**src/rtl/plane_nearest_match_assert.svh**
```systemverilog
// Assertion macros for the plane_nearest_match block.
// Included by the RTL files that carry concurrent checks; no other dependencies.
`ifndef PLANE_NEAREST_MATCH_ASSERT_SVH
`define PLANE_NEAREST_MATCH_ASSERT_SVH
`ifndef SYNTH
// Check a property on a named clock with a named active-low reset.
`define PNM_ASSERT_CLK(lbl, ck, rstn, prop, msg) \
  lbl: assert property (@(posedge ck) disable iff (!rstn) prop) else $error(msg);
// Check a property on the block clock clk with reset rst_n.
`define PNM_ASSERT(lbl, prop, msg) \
  `PNM_ASSERT_CLK(lbl, clk, rst_n, prop, msg)
`else
`define PNM_ASSERT_CLK(lbl, ck, rstn, prop, msg)
`define PNM_ASSERT(lbl, prop, msg)
`endif
`endif

```
**src/rtl/pnm_pkg.sv**
```systemverilog
// Shared types and constants for the plane_nearest_match block.
// No dependencies; imported by every module of the block.
`default_nettype none
package pnm_pkg;

  // Field widths
  localparam int FIELD_W   = 16;
  localparam int TAG_W     = 8;
  localparam int SLOT_W    = 4;
  localparam int CNT_W     = 5;
  localparam int PLANE_W   = 64;
  localparam int ERR_W     = 63;

  // Table depth default
  localparam int DEFAULT_TABLE_DEPTH = 16;

  // Item modes
  localparam logic MODE_LOAD  = 1'b0;
  localparam logic MODE_QUERY = 1'b1;

  // Saturation limit of the error
  localparam logic [ERR_W-1:0] ERR_LIM = '1;

  // Tag that travels with each table entry through the error pipeline
  typedef struct packed {
    logic             vld;
    logic [CNT_W-1:0] idx;
  } pnm_ctl_t;

  // Address width for a memory of the given depth
  function automatic int addr_w(int depth);
    return (depth > 1) ? $clog2(depth) : 1;
  endfunction

endpackage
`default_nettype wire

```
**src/rtl/pnm_err.sv**
```systemverilog
// Four-stage error pipeline: one table entry in, one error out per cycle.
// Uses pnm_pkg for widths and the entry control struct.
`default_nettype none
module pnm_err (
  input  wire logic                                clk,
  input  wire logic                                rst_n,
  input  wire logic signed [pnm_pkg::FIELD_W-1:0]  q_nx,
  input  wire logic signed [pnm_pkg::FIELD_W-1:0]  q_ny,
  input  wire logic signed [pnm_pkg::FIELD_W-1:0]  q_nz,
  input  wire logic signed [pnm_pkg::FIELD_W-1:0]  q_off,
  input  wire logic        [pnm_pkg::PLANE_W-1:0]  rd_data,
  input  wire pnm_pkg::pnm_ctl_t                   in_ctl,
  output logic             [pnm_pkg::ERR_W-1:0]    err,
  output pnm_pkg::pnm_ctl_t                        out_ctl
);
  import pnm_pkg::*;

  // Table entry fields
  logic signed [FIELD_W-1:0] t_nx, t_ny, t_nz, t_off;
  // Stage 1: normal difference sum and table offset square
  logic signed [18:0] s_c;
  logic signed [31:0] dt2_c;
  logic signed [18:0] s1_s_r;
  logic signed [31:0] s1_dt2_r;
  logic signed [31:0] dq2_r;
  // Stage 2: normal term square and offset-square difference
  logic signed [37:0] nsq_c;
  logic        [35:0] s2_nsq_r;
  logic signed [31:0] s2_w_r;
  // Stage 3: offset term square
  logic signed [63:0] osq_c;
  logic        [60:0] s3_osq_r;
  logic        [35:0] s3_nsq_r;
  // Stage 4: saturating sum
  logic        [64:0] sum_c;
  logic        [ERR_W-1:0] s4_err_r;
  pnm_ctl_t ctl1_r, ctl2_r, ctl3_r, ctl4_r;

  assign t_nx  = $signed(rd_data[15:0]);
  assign t_ny  = $signed(rd_data[31:16]);
  assign t_nz  = $signed(rd_data[47:32]);
  assign t_off = $signed(rd_data[63:48]);

  assign s_c   = (19'(q_nx) - 19'(t_nx)) + (19'(q_ny) - 19'(t_ny)) + (19'(q_nz) - 19'(t_nz));
  assign dt2_c = t_off * t_off;
  assign nsq_c = s1_s_r * s1_s_r;
  assign osq_c = s2_w_r * s2_w_r;
  assign sum_c = 65'({s3_nsq_r, 18'd0}) + 65'(s3_osq_r);

  // Advance entry tags; clear on reset
  always_ff @(posedge clk) begin
    if (!rst_n) begin
      ctl1_r <= '0;
      ctl2_r <= '0;
      ctl3_r <= '0;
      ctl4_r <= '0;
    end else begin
      ctl1_r <= in_ctl;
      ctl2_r <= ctl1_r;
      ctl3_r <= ctl2_r;
      ctl4_r <= ctl3_r;
    end
  end

  // Datapath registers
  always_ff @(posedge clk) begin
    dq2_r    <= q_off * q_off;
    s1_s_r   <= s_c;
    s1_dt2_r <= dt2_c;
    s2_nsq_r <= nsq_c[35:0];
    s2_w_r   <= dq2_r - s1_dt2_r;
    s3_osq_r <= osq_c[60:0];
    s3_nsq_r <= s2_nsq_r;
    if (sum_c > 65'(ERR_LIM)) begin
      s4_err_r <= ERR_LIM;
    end else begin
      s4_err_r <= sum_c[ERR_W-1:0];
    end
  end

  assign err     = s4_err_r;
  assign out_ctl = ctl4_r;

endmodule
`default_nettype wire

```
**config.mk**
```make
export PLATFORM = sky130hd
export DESIGN_NAME = pnm_err
export DESIGN_NICKNAME = d
export VERILOG_FILES = /design/src/rtl/plane_nearest_match_assert.svh /design/src/rtl/pnm_pkg.sv /design/src/rtl/pnm_err.sv
export SDC_FILE = /design/constraint.sdc
export NUM_CORES = 2
export LEC_CHECK = 0
export BUFFER_PORTS_ARGS = -buffer_cell sky130_fd_sc_hd__buf_2
export CAP_MARGIN = 20
export CELL_PAD_IN_SITES_DETAIL_PLACEMENT = 0
export CELL_PAD_IN_SITES_GLOBAL_PLACEMENT = 1
export CORE_ASPECT_RATIO = 1.2
export CORE_UTILIZATION = 30
export CTS_CLUSTER_DIAMETER = 120
export DETAILED_ROUTE_END_ITERATION = 12
export PLACE_DENSITY = 0.59
export SYNTH_ARGS = -nofsm -noshare
export SYNTH_HDL_FRONTEND = slang
export SYNTH_SLANG_ARGS = --single-unit
```
**constraint.sdc**
```tcl
create_clock -name clk -period 24.7 [get_ports clk]
set_clock_uncertainty 0.2 [all_clocks]
set_input_delay 2.47 -clock clk [delete_from_list [all_inputs] [get_ports clk]]
set_output_delay 2.47 -clock clk [all_outputs]
set_load 0.02 [all_outputs]
```
==> flow_summary.json <==
{
  "outcome": "finished with violations",
  "violations": "DRC",
  "ys_seq_area_share_pct": 9.062,
  "worstPathArrival_ns": 9.37,
  "slew_headroom_pct": 34.01,
  "globalRouteOverflowTotal": 0,
  "cts_htree_levels": 2,
  "synth_area_um2": 72460,
  "drtIter0Drc": 1745,
  "insertion_delay_ns": 0.65,
  "maxSlewViolCount": 0,
  "crit_path_start_kind": "flop",
  "antenna_left": 0,
  "path_cells": "buf_4, clkinv_1, nor2_1, fa_1, fa_1, inv_1, fa_1, fa_1, inv_1, fa_1, fa_1, fa_1, fa_1, ha_1, nand3_1, or3_1, or3_1, a21oi_2, a31o_1, a21oi_1, o31ai_2, o2111a_1, nor2_1",
  "cts_inserted_buffers": 45,
  "worstPathMaxFanout": 26,
  "async_flop_share_pct": 0,
  "syn_avg_cell_area_um2": 9.892,
  "antenna_found_initial": 8,
  "layout.nets": 9980,
  "die_h_um": 540.4,
  "hold_viol": 0,
  "routabilityCongestion": 0.8430,
  "final_cell_mix": "inv_1 (2,104), fa_1 (1,839), nand2_1 (582)",
  "rr_worst_depth": 23,
  "crit_type": "flop to flop",
  "critPathTopFamily": "adder cells",
  "grt_max_degree": 46,
  "ys.warnings.count": 0,
  "cp.depth": 23,
  "core_area_um2": 240100,
  "vias": 46720,
  "grt_pass1_vias": 54010,
  "clock_sinks": 328,
  "initial_utilization_pct": 30.18,
  "setup_tns_ns": 0,
  "ys_types": 88,
  "fmax_mhz": 110.8,
  "route.detailed.drc": 20,
  "cap_viol_max_count": 0,
  "period_minus_slack_ns": 9.026,
  "cp.required_ns": 25.04,
  "cts_setup_buffers": 0,
  "cpMostUsedCell": "fa_1",
  "path_clk_slew_ns": 0.06,
  "critical_path.slowest_cell": "fa_1",
  "tritoncts": "done",
  "hold_class": "flop to flop",
  "cts_hold_buf": 0,
  "layout-drive-gt1-share_pct": 5.189,
  "first_pass_iters": 11,
  "crit_buf_inv": 4,
  "finalCritPeriodShare_pct": 36.54,
  "setup.worst_path.end_class": "flop",
  "syn_inst": 7325,
  "worst_pin_slew_ns": 0.9886,
  "synthFlopType": "dfxtp_1",
  "final_common_cell": "inv_1",
  "area_growth_pct": 8.651,
  "grt_pass1_wl_um": 291800,
  "portBuffers": 202,
  "routed_via_density": 4.381,
  "synth-edff-count": 0,
  "chipWidth_um": 450.6,
  "rows": 197,
  "grt_use_total_pct": 15.31,
  "cts_resized": 0,
  "clk_path_buf_depth": 3,
  "ioPinCount": 205,
  "wl_um": 178000,
  "synth_seq_cells": 328,
  "root_buffer": "clkbuf_16",
  "critPathMaxStageDelay_ns": 0.55,
  "timing.final.setup_violations": 0,
  "rsz0062_at_grt": "false",
  "wl_per_cell_um": 16.69,
  "die_area_um2": 243500,
  "whs_path_depth": 0,
  "dpl.hpwl_um": 149500
}
-- synth_stat cells, types with 39 or more instances --
master	count	share of area (%)
inv_1	2104	11
xor2_1	76	0.92
dfxtp_1	328	9.1
a21o_1	105	1.1
nand2b_1	62	0.54
ha_1	562	9.7
xnor2_1	213	2.6
and2_1	376	3.2
nand2_1	582	3.0
nor2_1	231	1.2
nand3_1	39	0.27
nor2b_1	63	0.54
o21ai_0	71	0.49
a21oi_1	166	1.1
clkbuf_1	178	0.92
fa_1	1839	51
-- state kept, by name, indices dropped and copies added, names as in the netlist --
| register | flops |
|---|---|
| err | 61 |
| s3_osq_r | 60 |
| s2_nsq_r | 35 |
| s3_nsq_r | 35 |
| s2_w_r | 32 |
| dq2_r | 31 |
| s1_dt2_r | 31 |
| s1_s_r | 19 |
| ctl1_r | 6 |
| ctl2_r | 6 |
| ctl3_r | 6 |
| out_ctl | 6 |
-- cells by family (layout without fill, tap and decap cells) --
kind of cell | after synthesis | count (layout) | synth area share [%]
AO/OA/AOI/OAI | 548 | 548 | 5.224
other | 1 | 5 | 0.005175
adder cells (fa/ha/maj) | 2401 | 2401 | 60.51
flip-flops | 328 | 328 | 9.062
multiplexers | 8 | 8 | 0.1191
buffers and inverters | 2296 | 2447 | 11.90
XOR/XNOR | 289 | 289 | 3.493
AND/OR/NAND/NOR | 1454 | 1454 | 9.680
-- metal layers --
| metal | wire length [µm] | part of all wire, % | global-route usage, % |
|---|---|---|---|
| met1 | 73210 | 41 | 18.70 |
| met2 | 95620 | 54 | 28.66 |
| met3 | 4632 | 2.6 | 1.192 |
| met4 | 4506 | 2.5 | 4.002 |
| met5 | 0 | 0 | 0 |
-- per-stage QoR --
stage,hold WS (ns),setup WS [ns],util (%),cell area [µm²],cells
final,0.1167,15.67,32.79,78730,10660
after global routing,0.1234,15.27,32.79,78720,10660
after CTS,0.1172,15.61,32.79,78720,10660
after detailed placement,0.1121,15.29,32.14,77150,10580
after global placement,0.1119,15.45,32.14,77150,10580
after floorplan,0.1096,15.96,-,72460,7326
-- layout make-up --
class                   count  area (µm²)
diodes                      3       7.507
clock buffers              51        1179
clock inverters            30       392.9
fillers                 24910      161400
inverters                2113        7931
multi-input cells        4702       57270
flip-flops and latches    328        6568
well taps                3184        3984
repair buffers            253        1394
-- final timing paths --
kind,endpoint,from,slack (ns)
setup / recovery,s3_osq_r[58],s2_w_r[8],15.67
setup reg to reg,s3_osq_r[58],s2_w_r[8],15.67
hold reg to reg,s3_nsq_r[13],s2_nsq_r[13],0.12
hold / removal,s3_nsq_r[13],s2_nsq_r[13],0.12
Power is not shown: default switching activity piles up to over one toggle a cycle in this logic, so the estimate is an artifact.
