## src/rtl/plane_nearest_match_assert.svh

```systemverilog
// Assertion macros for the plane_nearest_match block.
// Included by the RTL files that carry concurrent checks; no other dependencies.
`ifndef PLANE_NEAREST_MATCH_ASSERT_SVH
`define PLANE_NEAREST_MATCH_ASSERT_SVH
`ifndef SYNTH
// Check a property on a named clock with a named active-low reset.
`define PNM_ASSERT_CLK(lbl, ck, rstn, prop, msg) \
  lbl: assert property (@(posedge ck) disable iff (!rstn) prop) else $error(msg);
// Check a property on the block clock clk with reset rst_n.
`define PNM_ASSERT(lbl, prop, msg) \
  `PNM_ASSERT_CLK(lbl, clk, rst_n, prop, msg)
`else
`define PNM_ASSERT_CLK(lbl, ck, rstn, prop, msg)
`define PNM_ASSERT(lbl, prop, msg)
`endif
`endif

```

## src/rtl/pnm_pkg.sv

```systemverilog
// Shared types and constants for the plane_nearest_match block.
// No dependencies; imported by every module of the block.
`default_nettype none
package pnm_pkg;

  // Field widths
  localparam int FIELD_W   = 16;
  localparam int TAG_W     = 8;
  localparam int SLOT_W    = 4;
  localparam int CNT_W     = 5;
  localparam int PLANE_W   = 64;
  localparam int ERR_W     = 63;

  // Table depth default
  localparam int DEFAULT_TABLE_DEPTH = 16;

  // Item modes
  localparam logic MODE_LOAD  = 1'b0;
  localparam logic MODE_QUERY = 1'b1;

  // Saturation limit of the error
  localparam logic [ERR_W-1:0] ERR_LIM = '1;

  // Tag that travels with each table entry through the error pipeline
  typedef struct packed {
    logic             vld;
    logic [CNT_W-1:0] idx;
  } pnm_ctl_t;

  // Address width for a memory of the given depth
  function automatic int addr_w(int depth);
    return (depth > 1) ? $clog2(depth) : 1;
  endfunction

endpackage
`default_nettype wire

```

## src/rtl/pnm_ram.sv

```systemverilog
// Generic single-port synchronous RAM with registered read data.
// Uses pnm_pkg for the address width helper.
`default_nettype none
module pnm_ram #(
  parameter int WIDTH = pnm_pkg::PLANE_W,
  parameter int DEPTH = pnm_pkg::DEFAULT_TABLE_DEPTH,
  localparam int AW   = pnm_pkg::addr_w(DEPTH)
) (
  input  wire logic             clk,
  input  wire logic             we,
  input  wire logic             re,
  input  wire logic [AW-1:0]    addr,
  input  wire logic [WIDTH-1:0] wdata,
  output logic      [WIDTH-1:0] rdata
);
  import pnm_pkg::*;

  logic [WIDTH-1:0] mem_r [DEPTH];

  // Write port and registered read port
  always_ff @(posedge clk) begin
    if (we) begin
      mem_r[addr] <= wdata;
    end
    if (re) begin
      rdata <= mem_r[addr];
    end
  end

endmodule
`default_nettype wire

```

## config.mk

```make
export PLATFORM = sky130hd
export DESIGN_NAME = pnm_ram
export DESIGN_NICKNAME = d
export VERILOG_FILES = /design/src/rtl/plane_nearest_match_assert.svh /design/src/rtl/pnm_pkg.sv /design/src/rtl/pnm_ram.sv
export SDC_FILE = /design/constraint.sdc
export NUM_CORES = 1
export LEC_CHECK = 0
export BUFFER_PORTS_ARGS = -buffer_cell sky130_fd_sc_hd__buf_2
export CORE_ASPECT_RATIO = 0.9
export CORE_UTILIZATION = 30
export CTS_CLUSTER_DIAMETER = 60
export DETAILED_ROUTE_END_ITERATION = 10
export PLACE_DENSITY_LB_ADDON = 0.08
export SYNTH_ARGS = -nofsm -noshare
export SYNTH_HDL_FRONTEND = slang
export SYNTH_SLANG_ARGS = --single-unit
```

## constraint.sdc

```tcl
create_clock -name clk -period 7.5 [get_ports clk]
set_clock_uncertainty 0.2 [all_clocks]
set_input_delay 1.125 -clock clk [delete_from_list [all_inputs] [get_ports clk]]
set_output_delay 1.125 -clock clk [all_outputs]
set_load 0.01 [all_outputs]
```

==> impl_metrics.csv, run 1 <==
group,metric,value,unit
floorplan,start_util,30.4,%
worst_setup_path,cp_max_fo,83,
run_status,status,"complete, no violations",
floorplan,rows,126,
grt,overflow,0,
finish,fillers,12104,
timing,period_minus_slack,3570,ps
finish,seqCellArea,32700,sq um
yosys,syn_nets,1719,
yosys,synth_common_cells,"1088 x edfxtp_1, 256 x mux4_2, 128 x a22oi_1, 65 x nand2_1, 37 x clkbuf_1",
yosys,synthesis.area,40200,sq um
worst_hold_path,min_to,"rdata[24]",
worst_setup_path,worstPathRequired,7650,ps
yosys,synth_edf_count,1088,
routing,wl_per_cell,28.8,um
worst_setup_path,critPathLaunchType,"input pin",
yosys,synth_area_leaders,"edfxtp_1 81%, mux4_2 14%, a22oi_1 2.4%, nand2_1 0.61%, buf_2 0.35%",
placement,place_ws,3090,ps
clock_tree,cts_setup_buffers,0,
timing,setup_slack,3930,ps
routing,drc_errors,0,
yosys,yosysTopAreaCell,"edfxtp_1",
timing,setup_viol,0,
grt,grt_pass1_wl,151000,um
yosys,yosysWarnings,0,
routing,avgViaCountPerCell,4.94,
routing,drt.antenna.violating_nets,0,
timing,max_slew_margin,25.9,%
yosys,synth_cell_types,17,
placement,gp_routability_congestion,0.676,
timing,rsz0062_at_grt,"false",
grt,antenna_found_initial,19,
clock_tree,cts_buffers,120,
yosys,synth_most_common_cell,"edfxtp_1",
pwr,ir_drop,0.175,mV
worst_hold_path,min_from,"mem_r[4][24]",
timing,drv_slew,0,
floorplan,core_area,132000,sq um
grt,grt_max_degree,96,
clock_tree,htreeDepth,3,
clock_tree,cts_hold_buf,0,
yosys,synth_top_area_share,81.4,%
timing,fin_tns_setup,0,ps
floorplan,die_h,349,um
placement,placement.io_buffers,134,
clock_tree,cts-resized-gates,0,
clock_tree,cts_tree,"built",
worst_hold_path,min_path_type,"flop to flop",
clock_tree,clk_pin_slew,60,ps
pwr,power_leakage,14.7,nW
finish,nets,1932,
routing,drt_first_iter_violations,1265,
timing,max_freq,280,MHz
worst_setup_path,ff2ff_path_depth,3,
clock_tree,cts_sinks,1088,
clock_tree,clockBufferDepth,3,
placement,dp_hpwl,50300,um
routing,drt_first_pass_iters,5,
yosys,synth_ff_type,"edfxtp_1",
pwr,cellPowerDensity,282,nW/um^2
yosys,synth-seq-cells,1088,
yosys,syn_inst,1648,
floorplan,ios,135,
worst_hold_path,hold_depth,3,
clock_tree,ctsRootBufferMaster,"clkbuf_16",
finish,post-route-util,35.6,%
finish,drive_gt1_share,31.2,%
worst_setup_path,end_kind,"flop",
clock_tree,clock_latency,720,ps
pwr,total_power,0.0132,W
flow_run,max_cap_viol_count,0,
yosys,syn_area_per_cell,24.4,sq um
worst_setup_path,r2r-start,"mem_r[11][4]",
routing,vias,18243,
finish,syn2layout_area_growth,16.9,%
timing,finalHoldViolCount,0,
worst_setup_path,path_class,"input pin to flop",
floorplan,die_w,388,um
yosys,async_reset_ff_share,0,%
finish,multi_input_area,7230,sq um
routing,routed_wl,106000,um
worst_setup_path,rrSetupSlack,5780,ps
timing,tightestPinTransition,1110,ps
worst_setup_path,arrival,3710,ps
grt,grtUsageTotal,15.9,%
grt,grt_pass1_vias,20159,
yosys,synth-seq-area-share,81.4,%
timing,fin_crit_sh,47.5,%
worst_setup_path,r2r_end,"rdata[4]",
floorplan,dieArea,135000,sq um
==> power breakdown <==
part           switching (W)  internal, W
sequential         0.0000414      0.00685
combinational       0.000379     0.000229
clock                0.00236      0.00336
==> metrics by stage <==
stage | area, sq um | hold slack (ps) | cells
after global placement | 43200 | 531 | 3467
after detailed placement | 43200 | 532 | 3467
final | 47000 | 545 | 3690
after floorplan | 40200 | 510 | 1648
after global routing | 47000 | 536 | 3688
after CTS | 47000 | 511 | 3688
==> layout make-up <==
type,instances,share of cell area [%]
diodes,2,0.0107
well taps,1728,4.60
clock buffers,154,6.80
multi-input cells,475,15.4
repair buffers,176,2.33
flip-flops and latches,1088,69.6
clock inverters,67,1.28
==> cells by family (layout without fill, tap and decap cells) <==
group | after synthesis | after routing | synth area share (%)
and+or+nand+nor | 91 | 91 | 0.928
DFF | 1088 | 1088 | 81.4
AOI/OAI and AO/OA | 128 | 128 | 2.39
muxes | 256 | 256 | 14.4
buffers and inverters | 85 | 397 | 0.966
other | 0 | 2 | 0
==> flip-flops by register name (all words and copies together) (netlist names) <==
signal / flops
mem_r: 1024
rdata: 64
==> metal layers <==
metal / track usage [%] / wire length [um] / vias to the layer above
met2: 26.5 / 52100 / 409
met5: 0 / 71 / -
li1: - / - / 7576
met3: 3.09 / 4950 / 176
met1: 21.2 / 46800 / 10070
met4: 3.85 / 2230 / 12
==> worst max-delay path, stage by stage <==
cell      delay, ps
buf_8           490
nand2b_1        440
nor2_4          880
buf_4           570
==> layout by cell type (no fill, tap or decap) <==
cell,n
nand2b_1,2
clkbuf_1,31
or3b_2,1
a22oi_1,128
nand3_1,1
buf_2,131
clkinv_1,32
clkinvlp_4,3
inv_8,1
diode_2,2
buf_4,36
and2_4,1
buf_8,2
clkinv_2,16
inv_6,3
edfxtp_1,1088
nor2_4,13
nor3_2,4
nand2_1,65
buf_12,7
nand3b_1,2
bufinv_16,11
mux4_2,256
clkinv_4,1
clkbuf_16,123
nor2b_4,2
==> worst max-delay path by stage <==
stage | from | end | cells after the start
after floorplan | addr[1] | mem_r[0][0] | 4
after global placement | addr[1] | mem_r[10][26] | 4
after detailed placement | addr[1] | mem_r[10][26] | 4
after CTS | addr[1] | mem_r[10][15] | 4
after global routing | addr[1] | mem_r[10][28] | 4
final | addr[1] | mem_r[10][28] | 4
(Power assumes the default switching activity.)
==> inputs of run 2 (changes only) <==
clock period = 3.1 ns   (was 7.5 ns; I/O delays follow)
==> impl_metrics.csv, run 2 (synthesis gave the netlist of run 1 again) <==
group,metric,value,unit
clock_tree,cts_buffers,130,
floorplan,rows,126,
timing,max_slew_margin,46.9,%
grt,overflow,0,
finish,antenna_cells,0,
worst_setup_path,critPathLaunchType,"flop",
clock_tree,clockBufferDepth,3,
placement,place_ws,428,ps
finish,fillers,11960,
pwr,total_power,0.0326,W
pwr,power_leakage,15.4,nW
timing,fin_tns_setup,0,ps
finish,largest_reg_flops,1024,
pwr,intPower,0.0257,W
worst_setup_path,path_class,"flop to output port",
placement,placedCellCount,3500,
timing,fin_crit_sh,69.0,%
routing,vias,18566,
timing,finalHoldViolCount,0,
pwr,ir_drop,0.530,mV
finish,nets,2039,
pwr,pwr-share-clk,43.8,%
worst_setup_path,arrival,1470,ps
floorplan,core_area,132000,sq um
pwr,power.switching,0.00689,W
timing,tightestPinTransition,795,ps
grt,grtUsageTotal,15.8,%
floorplan,die_h,349,um
grt,use_met3,3.00,%
timing,max_freq,468,MHz
worst_setup_path,critPathSlowestCell,"edfxtp_1",
pwr,pwr-share-comb,5.0,%
worst_setup_path,worstPathRequired,2430,ps
clock_tree,cts_setup_buffers,0,
grt,grt_max_degree,65,
clock_tree,cts-resized-gates,0,
timing,setup_viol,0,
placement,gp_routability_congestion,0.679,
finish,fin_cells,3795,
floorplan,ios,135,
worst_setup_path,cp_max_fo,1,
timing,rsz0062_at_grt,"false",
pwr,netSwitchingFraction,21.1,%
grt,antenna_found_initial,8,
timing,period_minus_slack,2140,ps
grt,grt_util_met2,24.3,%
finish,reg_top3,"mem_r x1024, rdata x64",
floorplan,die_w,388,um
routing,avgViaCountPerCell,4.89,
flow_run,max_cap_viol_count,0,
worst_setup_path,end_kind,"output port",
timing,whs,180,ps
placement,dp_hpwl,52900,um
pwr,seqPwrFrac,51.2,%
pwr,cellPowerDensity,671,nW/um^2
clock_tree,clock_latency,730,ps
worst_setup_path,cp_num_buf_inv,1,
placement,placement.io_buffers,134,
clock_tree,clk_pin_slew,60,ps
run_status,status,"complete, no violations",
routing,drt_first_iter_violations,1376,
routing,drt.antenna.violating_nets,0,
grt,met1_usage,22.8,%
timing,drv_slew,0,
timing,setup_slack,963,ps
clock_tree,cts_sinks,1088,
grt,grt_pass1_wl,151000,um
clock_tree,cts_tree,"built",
finish,drive_gt1_share,31.4,%
clock_tree,ctsRootBufferMaster,"clkbuf_16",
clock_tree,htreeDepth,4,
finish,final_cell_mix,"1088 x edfxtp_1, 256 x mux4_2, 138 x clkbuf_16, 131 x buf_2, 128 x a22oi_1",
routing,drt_first_pass_iters,4,
finish,final_common_cell,"edfxtp_1",
floorplan,dieArea,135000,sq um
worst_setup_path,cpPeakStageDelay,540,ps
worst_setup_path,crit_chain,"buf_2",
worst_hold_path,min_path_type,"input pin to flop",
routing,routed_wl,105000,um
routing,drc_errors,0,
floorplan,start_util,30.4,%
worst_setup_path,path_delay_family,"flip-flops",
routing,wl_per_cell,27.6,um
finish,syn2layout_area_growth,21.1,%
finish,largest-register,"mem_r",
grt,grt-busiest-layer,"met2",
grt,grt_pass1_vias,20366,
[run 2: changes by cell type in the layout (fill, tap and decap cells not counted), moves of 4 or more]
cell           change
clkbuf_1          +12
clkinv_2           -6
dlygate4sd3_1     +64
buf_12            +44
clkbuf_16         +15
nor3_2             -4
bufinv_16          -7
nor3_4             +4
buf_4             -11
clkinv_1           -7
[run 2: path summary, 6_finish.rpt]
kind	startpoint	endpoint	slack (ps)	depth (start not counted)
max	rdata[48]	rdata[48]	960	1
min	re	rdata[11]	180	2
max reg2reg	mem_r[8][44]	rdata[44]	1250	3
min reg2reg	mem_r[14][57]	rdata[57]	540	3
[run 2: per-layer routing]
metal | part of all wire [%] | vias to the layer above
met3 | 4.2 | 156
met5 | 0.088 | -
met1 | 48 | 10184
li1 | - | 7803
met4 | 1.8 | 14
met2 | 46 | 409
[run 2: area by class of cell]
cell class	instances	area [sq um]	area share, %
multi-input combinational	475	7260	14.9
timing repair buffer	273	2530	5.21
clock buffer	181	3610	7.44
tap	1728	2160	4.45
clock inverter	50	368	0.757
sequential	1088	32700	67.2
[run 2: power by group through the flow]
stage	clock (W)	combinational [W]	sequential (W)
floorplan	0	0.000791	0.0170
global placement	0	0.00160	0.0170
detailed placement	0	0.00161	0.0170
CTS	0.0147	0.00169	0.0167
global route	0.0153	0.00178	0.0167
finish	0.0143	0.00164	0.0167
[run 2: worst reg2reg max path, stage by stage (launching register included)]
cell,delay (ps)
edfxtp_1,360
mux4_2,490
a22oi_1,230
nand2_1,240
[run 2: repair_timing]
action | 4_1_cts | 5_1_grt
hold buffers | 64 | 0
endpoints found under the setup margin | 0 | 0
endpoints found under the hold margin | 1024 | 0
[run 2: stage by stage]
stage | area (sq um) | util [%]
after floorplan | 40300 | -
after global placement | 44000 | 33.3
after detailed placement | 44000 | 33.3
after CTS | 48600 | 36.8
after global routing | 48600 | 36.8
final | 48600 | 36.8
==> inputs of run 3 (changes only) <==
clock period = 2.1 ns   (was 3.1 ns; I/O delays follow)
==> impl_metrics.csv, run 3 (synthesis gave the netlist of run 1 again) <==
group,metric,value,unit
finish,final_cell_mix,"1088 x edfxtp_1, 256 x mux4_2, 132 x buf_12, 131 x buf_2, 128 x a22oi_1",
timing,max_slew_margin,63.2,%
floorplan,die_w,388,um
placement,place_ws,-345,ps
finish,seqCellArea,32700,sq um
timing,setup_viol,0,
grt,grt_max_degree,49,
finish,largest-register,"mem_r",
routing,drt_first_iter_violations,1381,
floorplan,dieArea,135000,sq um
routing,wl_per_cell,26.9,um
clock_tree,cts_buffers,120,
run_status,status,"complete, no violations",
routing,drt.antenna.violating_nets,0,
finish,nets,2178,
grt,overflow,0,
worst_setup_path,path_class,"flop to output port",
timing,setup_slack,109,ps
placement,placedCellCount,3648,
timing,rsz0062_at_grt,"true",
routing,drt_first_pass_iters,7,
timing,fin_crit_sh,94.8,%
routing,avgViaCountPerCell,4.80,
clock_tree,htreeDepth,3,
clock_tree,cts_setup_buffers,0,
pwr,ir_drop,0.622,mV
finish,syn2layout_area_growth,26.0,%
grt,met1_usage,22.6,%
finish,fin_cells,3942,
finish,drive_gt1_share,36.7,%
finish,final_common_cell,"edfxtp_1",
placement,gp_routability_congestion,0.708,
floorplan,start_util,30.4,%
grt,grt-busiest-layer,"met2",
worst_setup_path,end_kind,"output port",
worst_setup_path,cpPeakStageDelay,540,ps
worst_setup_path,path_delay_family,"flip-flops",
floorplan,ios,135,
flow_run,max_cap_viol_count,0,
finish,multi_input_area,7280,sq um
grt,antenna_found_initial,9,
placement,placement.io_buffers,134,
placement,dp_hpwl,64500,um
routing,vias,18931,
routing,routed_wl,106000,um
grt,use_met3,3.20,%
floorplan,rows,126,
grt,grtUsageTotal,15.8,%
floorplan,die_h,349,um
clock_tree,clockBufferDepth,3,
finish,fillers,11812,
timing,tightestPinTransition,553,ps
pwr,cellPowerDensity,941,nW/um^2
placement,placed_cell_area,46100,sq um
pwr,power_leakage,16.4,nW
routing,drc_errors,0,
timing,drv_slew,0,
worst_setup_path,worstPathRequired,1580,ps
worst_setup_path,arrival,1480,ps
finish,largest_reg_flops,1024,
clock_tree,clock_latency,720,ps
timing,max_freq,502,MHz
finish,finalInstanceArea,50600,sq um
timing,period_minus_slack,1990,ps
clock_tree,clk_pin_slew,60,ps
floorplan,core_area,132000,sq um
worst_setup_path,critPathSlowestCell,"edfxtp_1",
worst_setup_path,critPathLaunchType,"flop",
grt,grt_pass1_vias,20508,
clock_tree,ctsRootBufferMaster,"clkbuf_16",
clock_tree,cts_sinks,1088,
timing,finalHoldViolCount,0,
finish,reg_top3,"mem_r x1024, rdata x64",
worst_setup_path,crit_chain,"buf_2",
clock_tree,cts_tree,"built",
worst_setup_path,cp_max_fo,1,
grt,grt_pass1_wl,152000,um
grt,grt_util_met2,24.6,%
worst_setup_path,cp_num_buf_inv,1,
worst_hold_path,min_path_type,"input pin to flop",
[run 3: report_power, final]
| group | switching, W | internal, W |
|---|---|---|
| Combinational | 0.00147 | 0.00121 |
| Sequential | 0.000149 | 0.0245 |
| Clock | 0.00853 | 0.0118 |
[run 3: worst paths after layout]
check | cells after the start | start | end | slack, ps
hold reg to reg | 3 | mem_r[7][46] | rdata[46] | 530
hold / removal | 4 | addr[3] | mem_r[8][48] | 120
setup / recovery | 1 | rdata[46] | rdata[46] | 110
setup reg to reg | 3 | mem_r[9][45] | rdata[45] | 190
[run 3: area by class of cell]
class / instances / share of cell area (%)
clock buffers: 148 / 6.19
well taps: 1728 / 4.27
multi-input cells: 475 / 14.4
diodes: 3 / 0.0148
flip-flops and latches: 1088 / 64.6
clock inverters: 78 / 1.31
repair buffers: 422 / 9.23
[run 3: timing repair]
action,in CTS,in global routing
hold endpoints to repair,1065,0
endpoints found under the setup margin,0,1
gates resized for setup,0,0
hold buffers,65,0
[run 3: through the flow]
step           setup TNS (ps)  util, %  total power, W  hold slack, ps
6_report                    0     38.3          0.0476             118
5_1_grt                 -10.6     38.3          0.0493            83.0
4_1_cts                     0     38.3          0.0484            53.5
3_5_place_dp          -131810     35.0          0.0277             503
3_3_place_gp          -133380     35.0          0.0277             497
2_1_floorplan         -493380        -          0.0263             214
[run 3: routing by layer]
metal  wire [um]  share of wire [%]
met4        2050                1.9
met3        4190                4.0
met2       49200                 46
met1       50500                 48
met5          66              0.062
